--- config.mk ---
export PLATFORM = sky130hd
export DESIGN_NAME = hbpli_penc
export DESIGN_NICKNAME = d
export VERILOG_FILES = /design/src/rtl/core/hierarchical_bitmap_price_level_index_defines.svh /design/src/rtl/core/hbpli_pkg.sv /design/src/rtl/core/hbpli_penc.sv
export SDC_FILE = /design/constraint.sdc
export NUM_CORES = 1
export LEC_CHECK = 0
export BUFFER_PORTS_ARGS = -buffer_cell sky130_fd_sc_hd__buf_2
export CAP_MARGIN = 5
export CELL_PAD_IN_SITES_DETAIL_PLACEMENT = 1
export CELL_PAD_IN_SITES_GLOBAL_PLACEMENT = 1
export CORE_AREA = 2 2 74 76
export DETAILED_ROUTE_END_ITERATION = 10
export DIE_AREA = 0 0 76 78
export PLACE_DENSITY_LB_ADDON = 0.1
export SLEW_MARGIN = 5
export SYNTH_ARGS = -nofsm -noshare
export SYNTH_HDL_FRONTEND = slang
export SYNTH_SLANG_ARGS = --single-unit
--- constraint.sdc ---
create_clock -name vclk -period 5
set_clock_uncertainty 0.05 [all_clocks]
set_input_delay 0.5 -clock vclk [all_inputs]
set_output_delay 0.5 -clock vclk [all_outputs]
set_load 0.005 [all_outputs]
--- src/rtl/core/hierarchical_bitmap_price_level_index_defines.svh ---
// Assertion macros for the price level index.
`ifndef HIERARCHICAL_BITMAP_PRICE_LEVEL_INDEX_DEFINES_SVH
`define HIERARCHICAL_BITMAP_PRICE_LEVEL_INDEX_DEFINES_SVH

// same-cycle implication, sampled on clk, off during rst
`define HBPLI_ASSERT_NOW(label, ante, cons) \
  label: assert property (@(posedge clk) disable iff (rst) (ante) |-> (cons)) \
    else $error("hbpli: check failed");

// next-cycle implication
`define HBPLI_ASSERT_NEXT(label, ante, cons) \
  label: assert property (@(posedge clk) disable iff (rst) (ante) |=> (cons)) \
    else $error("hbpli: check failed");

`endif

--- src/rtl/core/hbpli_pkg.sv ---
// Shared constants and types of the price level index.
package hbpli_pkg;

  localparam int PRICE_BITS  = 12;
  localparam int WORD_BITS   = 64;
  localparam int COUNT_BITS  = 16;
  localparam int BIT_IDX_W   = $clog2(WORD_BITS);
  localparam int LEAF_IDX_W  = PRICE_BITS - BIT_IDX_W;
  localparam int LEAF_ADDR_W = LEAF_IDX_W + 1;
  localparam int CNT_ADDR_W  = PRICE_BITS + 1;
  localparam int LEAF_DEPTH  = 1 << LEAF_ADDR_W;
  localparam int CNT_DEPTH   = 1 << CNT_ADDR_W;

  localparam logic [COUNT_BITS-1:0] COUNT_MAX = '1;

  typedef enum logic [1:0] {
    FN_ADD    = 2'd0,
    FN_REMOVE = 2'd1,
    FN_QUERY  = 2'd2
  } func_t;

  typedef enum logic [1:0] {
    ST_OK    = 2'd0,
    ST_EMPTY = 2'd1,
    ST_FULL  = 2'd2
  } status_t;

  typedef enum logic [2:0] {
    S_CLEAR,
    S_IDLE,
    S_EXEC,
    S_QSUM,
    S_QLEAF
  } state_t;

  typedef struct packed {
    logic                 any;
    logic [BIT_IDX_W-1:0] pos;
  } penc_res_t;

endpackage

--- src/rtl/core/hbpli_penc.sv ---
// Shared priority encoder: highest or lowest set bit of a word.
module hbpli_penc import hbpli_pkg::*; (
  input  logic [WORD_BITS-1:0] word,
  input  logic                 low,
  output penc_res_t            res
);

  logic [WORD_BITS-1:0] src;
  logic [WORD_BITS-1:0] w;
  logic [BIT_IDX_W-1:0] top;

  always_comb begin
    for (int k = 0; k < WORD_BITS; k++) begin
      src[k] = low ? word[WORD_BITS-1-k] : word[k];
    end
    // binary search: upper half nonzero sets this position bit
    w   = src;
    top = '0;
    for (int l = BIT_IDX_W - 1; l >= 0; l--) begin
      if ((w >> (1 << l)) != '0) begin
        top[l] = 1'b1;
        w      = w >> (1 << l);
      end
    end
    res.any = |word;
    res.pos = low ? (BIT_IDX_W'(WORD_BITS - 1) - top) : top;
  end

endmodule

==> impl_metrics.env <==
export IMPL_drc=0
export IMPL_wl_per_cell_um=21.6
export IMPL_slew_headroom_pct=59.3
export IMPL_yosysTopAreaCell="o2111ai_1"
export IMPL_period_needed_ns=4.74
export IMPL_crit_chain="buf_2 > or4_4 > or3_4 > nor3_4 > buf_4 > o211ai_2 > o21a_4 > o31ai_2 > nand2_1 > a2111oi_0 > a221oi_1 > o311ai_2 > xnor2_1 > buf_2"
export IMPL_crit_family="compound AO/OA/AOI/OAI gates"
export IMPL_drt_pass1_iter_count=5
export IMPL_cpMostUsedCell="buf_2"
export IMPL_power_density_nw_per_um2=63.1
export IMPL_path_class="in -> out"
export IMPL_syn_avg_cell_area_sq_um=7.15
export IMPL_postCtsSetupBuffers=0
export IMPL_vias=2495
export IMPL_min_from="word[18]"
export IMPL_setup_tns_ns=0
export IMPL_cts_resized=0
export IMPL_dieArea_sq_um=5930
export IMPL_power_leakage_nw=0.792
export IMPL_nNetsFinal=376
export IMPL_core_region_area_sq_um=5040
export IMPL_via_per_inst=6.58
export IMPL_dpl_hpwl_um=6710
export IMPL_critical_path_max_fanout=27
export IMPL_post_place_cells=379
export IMPL_fill_cells=700
export IMPL_holdPathEnd="res[6]"
export IMPL_fin_cells=379
export IMPL_yosys_cell_types_count=62
export IMPL_fp_dieW_um=76
export IMPL_hp_class="in -> out"
export IMPL_overflow=0
export IMPL_finalSetupViolCount=0
export IMPL_wirelength_um=8190
export IMPL_max_stage_delay_ns=0.57
export IMPL_worst_pin_slew_ns=0.607
export IMPL_first_global_vias=2426
export IMPL_diodes=0
export IMPL_final_hold_viol_count=0
export IMPL_seq_cells=0
export IMPL_final_common_cell="buf_2"
export IMPL_start_util_pct=34.7
export IMPL_grt_pass1_wl_um=13000
export IMPL_slowest_stage="or4_4"
export IMPL_drive_above_1_share_pct=33.3
export IMPL_synth_area_leaders="o2111ai_1 13%, nor2_1 6.0%, a211oi_1 5.1%, clkbuf_8 4.7%, a21oi_1 4.6%"
export IMPL_grt_max_degree=44
export IMPL_crit_arrival_ns=4.19
export IMPL_worstPathRequired_ns=4.45
export IMPL_synthesis_area_sq_um=1750
export IMPL_syn_instance_count=245
export IMPL_antenna_found_initial=0
export IMPL_register_area_sq_um=0
export IMPL_die_height_um=78
export IMPL_ant_nets=0
export IMPL_yosysTopAreaCellShare_pct=13.0
export IMPL_clkbuf_count=0
export IMPL_area_delta_synth_final_pct=21.6
export IMPL_fmaxAchievable_ghz=0.211
export IMPL_end_kind="output port"
export IMPL_pin_count=72
export IMPL_port_buffers=72
export IMPL_most_common_layout_cells="72 x buf_2, 28 x nor2_1, 26 x o2111ai_1"
export IMPL_irDropWorstVdd_mv=0.0306
export IMPL_max_cap_viol_count=0
export IMPL_cp_start_kind="primary input"
export IMPL_path_buf_inv=3
export IMPL_final_period_utilization_pct=94.8
export IMPL_slew_viol_final=0
export IMPL_multi_input_area_sq_um=1520
export IMPL_grt_use_total_pct=26.9
export IMPL_place_gp_congestion=0.963
export IMPL_rsz0062_at_grt="false"
export IMPL_postCtsHoldBufs=0
export IMPL_yosys_warnings=0
export IMPL_syn_num_nets=310
export IMPL_min_path_cells=4
export IMPL_seq_area_frac_synth_pct=0
export IMPL_outcome="completed"
export IMPL_drt_iter0_drc=175
export IMPL_num_rows=26
## where the power goes
part	internal [mW]	switching, mW
Combinational	0.0539	0.0804
Sequential	0	0
Clock	0	0
Total	0.0539	0.0804
## layer usage
layer / up-vias / global-route usage [%] / share of wire [%]
met5: - / 0 / 0
met4: 0 / 6.36 / 2.7
met2: 106 / 44.9 / 46
met3: 12 / 1.74 / 6.0
li1: 1162 / - / -
met1: 1215 / 37.8 / 45
## cells by family (layout without fill, tap and decap cells)
| kind of cell | Yosys count | after routing | share of synthesized area (%) |
|---|---|---|---|
| xor gates and xnor gates | 6 | 6 | 3.00 |
| muxes | 2 | 2 | 2.57 |
| AOI/OAI and AO/OA | 115 | 115 | 53.6 |
| and+or+nand+nor | 87 | 87 | 27.4 |
| buffers and inverters | 35 | 99 | 13.4 |
## Yosys cell counts (2+ instances only)
cell type   n
nor2_1     28
o2111ai_1  26
a21oi_1    16
inv_1      15
nor3_1     15
a211oi_1   12
nand2_1    10
nor4_1     10
a211o_1     9
o21ai_0     9
a32oi_1     8
clkbuf_1    6
clkbuf_8    6
xnor2_1     6
nand3_1     4
a221oi_1    3
a31oi_1     3
buf_6       3
nor2b_1     3
or4_1       3
a221oi_2    2
a2bb2oi_1   2
a32o_1      2
buf_2       2
buf_4       2
mux4_2      2
nand4_1     2
o2bb2ai_1   2
## worst max path at each step
| stage | start | endpoint | slack (ns) | depth (start not counted) |
|---|---|---|---|---|
| 6_report | word[27] | res[0] | 0.26 | 14 |
| 5_1_grt | word[27] | res[0] | 0.13 | 14 |
| 4_1_cts | word[27] | res[0] | 0.29 | 14 |
| 3_5_place_dp | word[27] | res[0] | 0.32 | 14 |
| 3_3_place_gp | word[27] | res[0] | 0.19 | 14 |
| 2_1_floorplan | word[27] | res[1] | 1.12 | 12 |
## metrics by stage
| step | setup WS (ns) | util (%) | total power [mW] | instance area (sq um) | hold slack (ns) |
|---|---|---|---|---|---|
| 3_3_place_gp | 0.189 | 42.2 | 0.133 | 2130 | 1.33 |
| 2_1_floorplan | 1.12 | - | 0.0665 | 1750 | 1.06 |
| 4_1_cts | 0.291 | 42.2 | 0.133 | 2130 | 1.35 |
| 5_1_grt | 0.129 | 42.2 | 0.147 | 2130 | 1.39 |
| 3_5_place_dp | 0.315 | 42.2 | 0.132 | 2130 | 1.34 |
| 6_report | 0.262 | 42.2 | 0.134 | 2130 | 1.35 |
## area by class of cell
| type | count | share of cell area (%) |
|---|---|---|
| tap | 70 | 4.11 |
| inverter | 15 | 2.64 |
| multi-input combinational | 210 | 71.5 |
| timing repair buffer | 84 | 21.7 |
(Power assumes the default switching activity.)
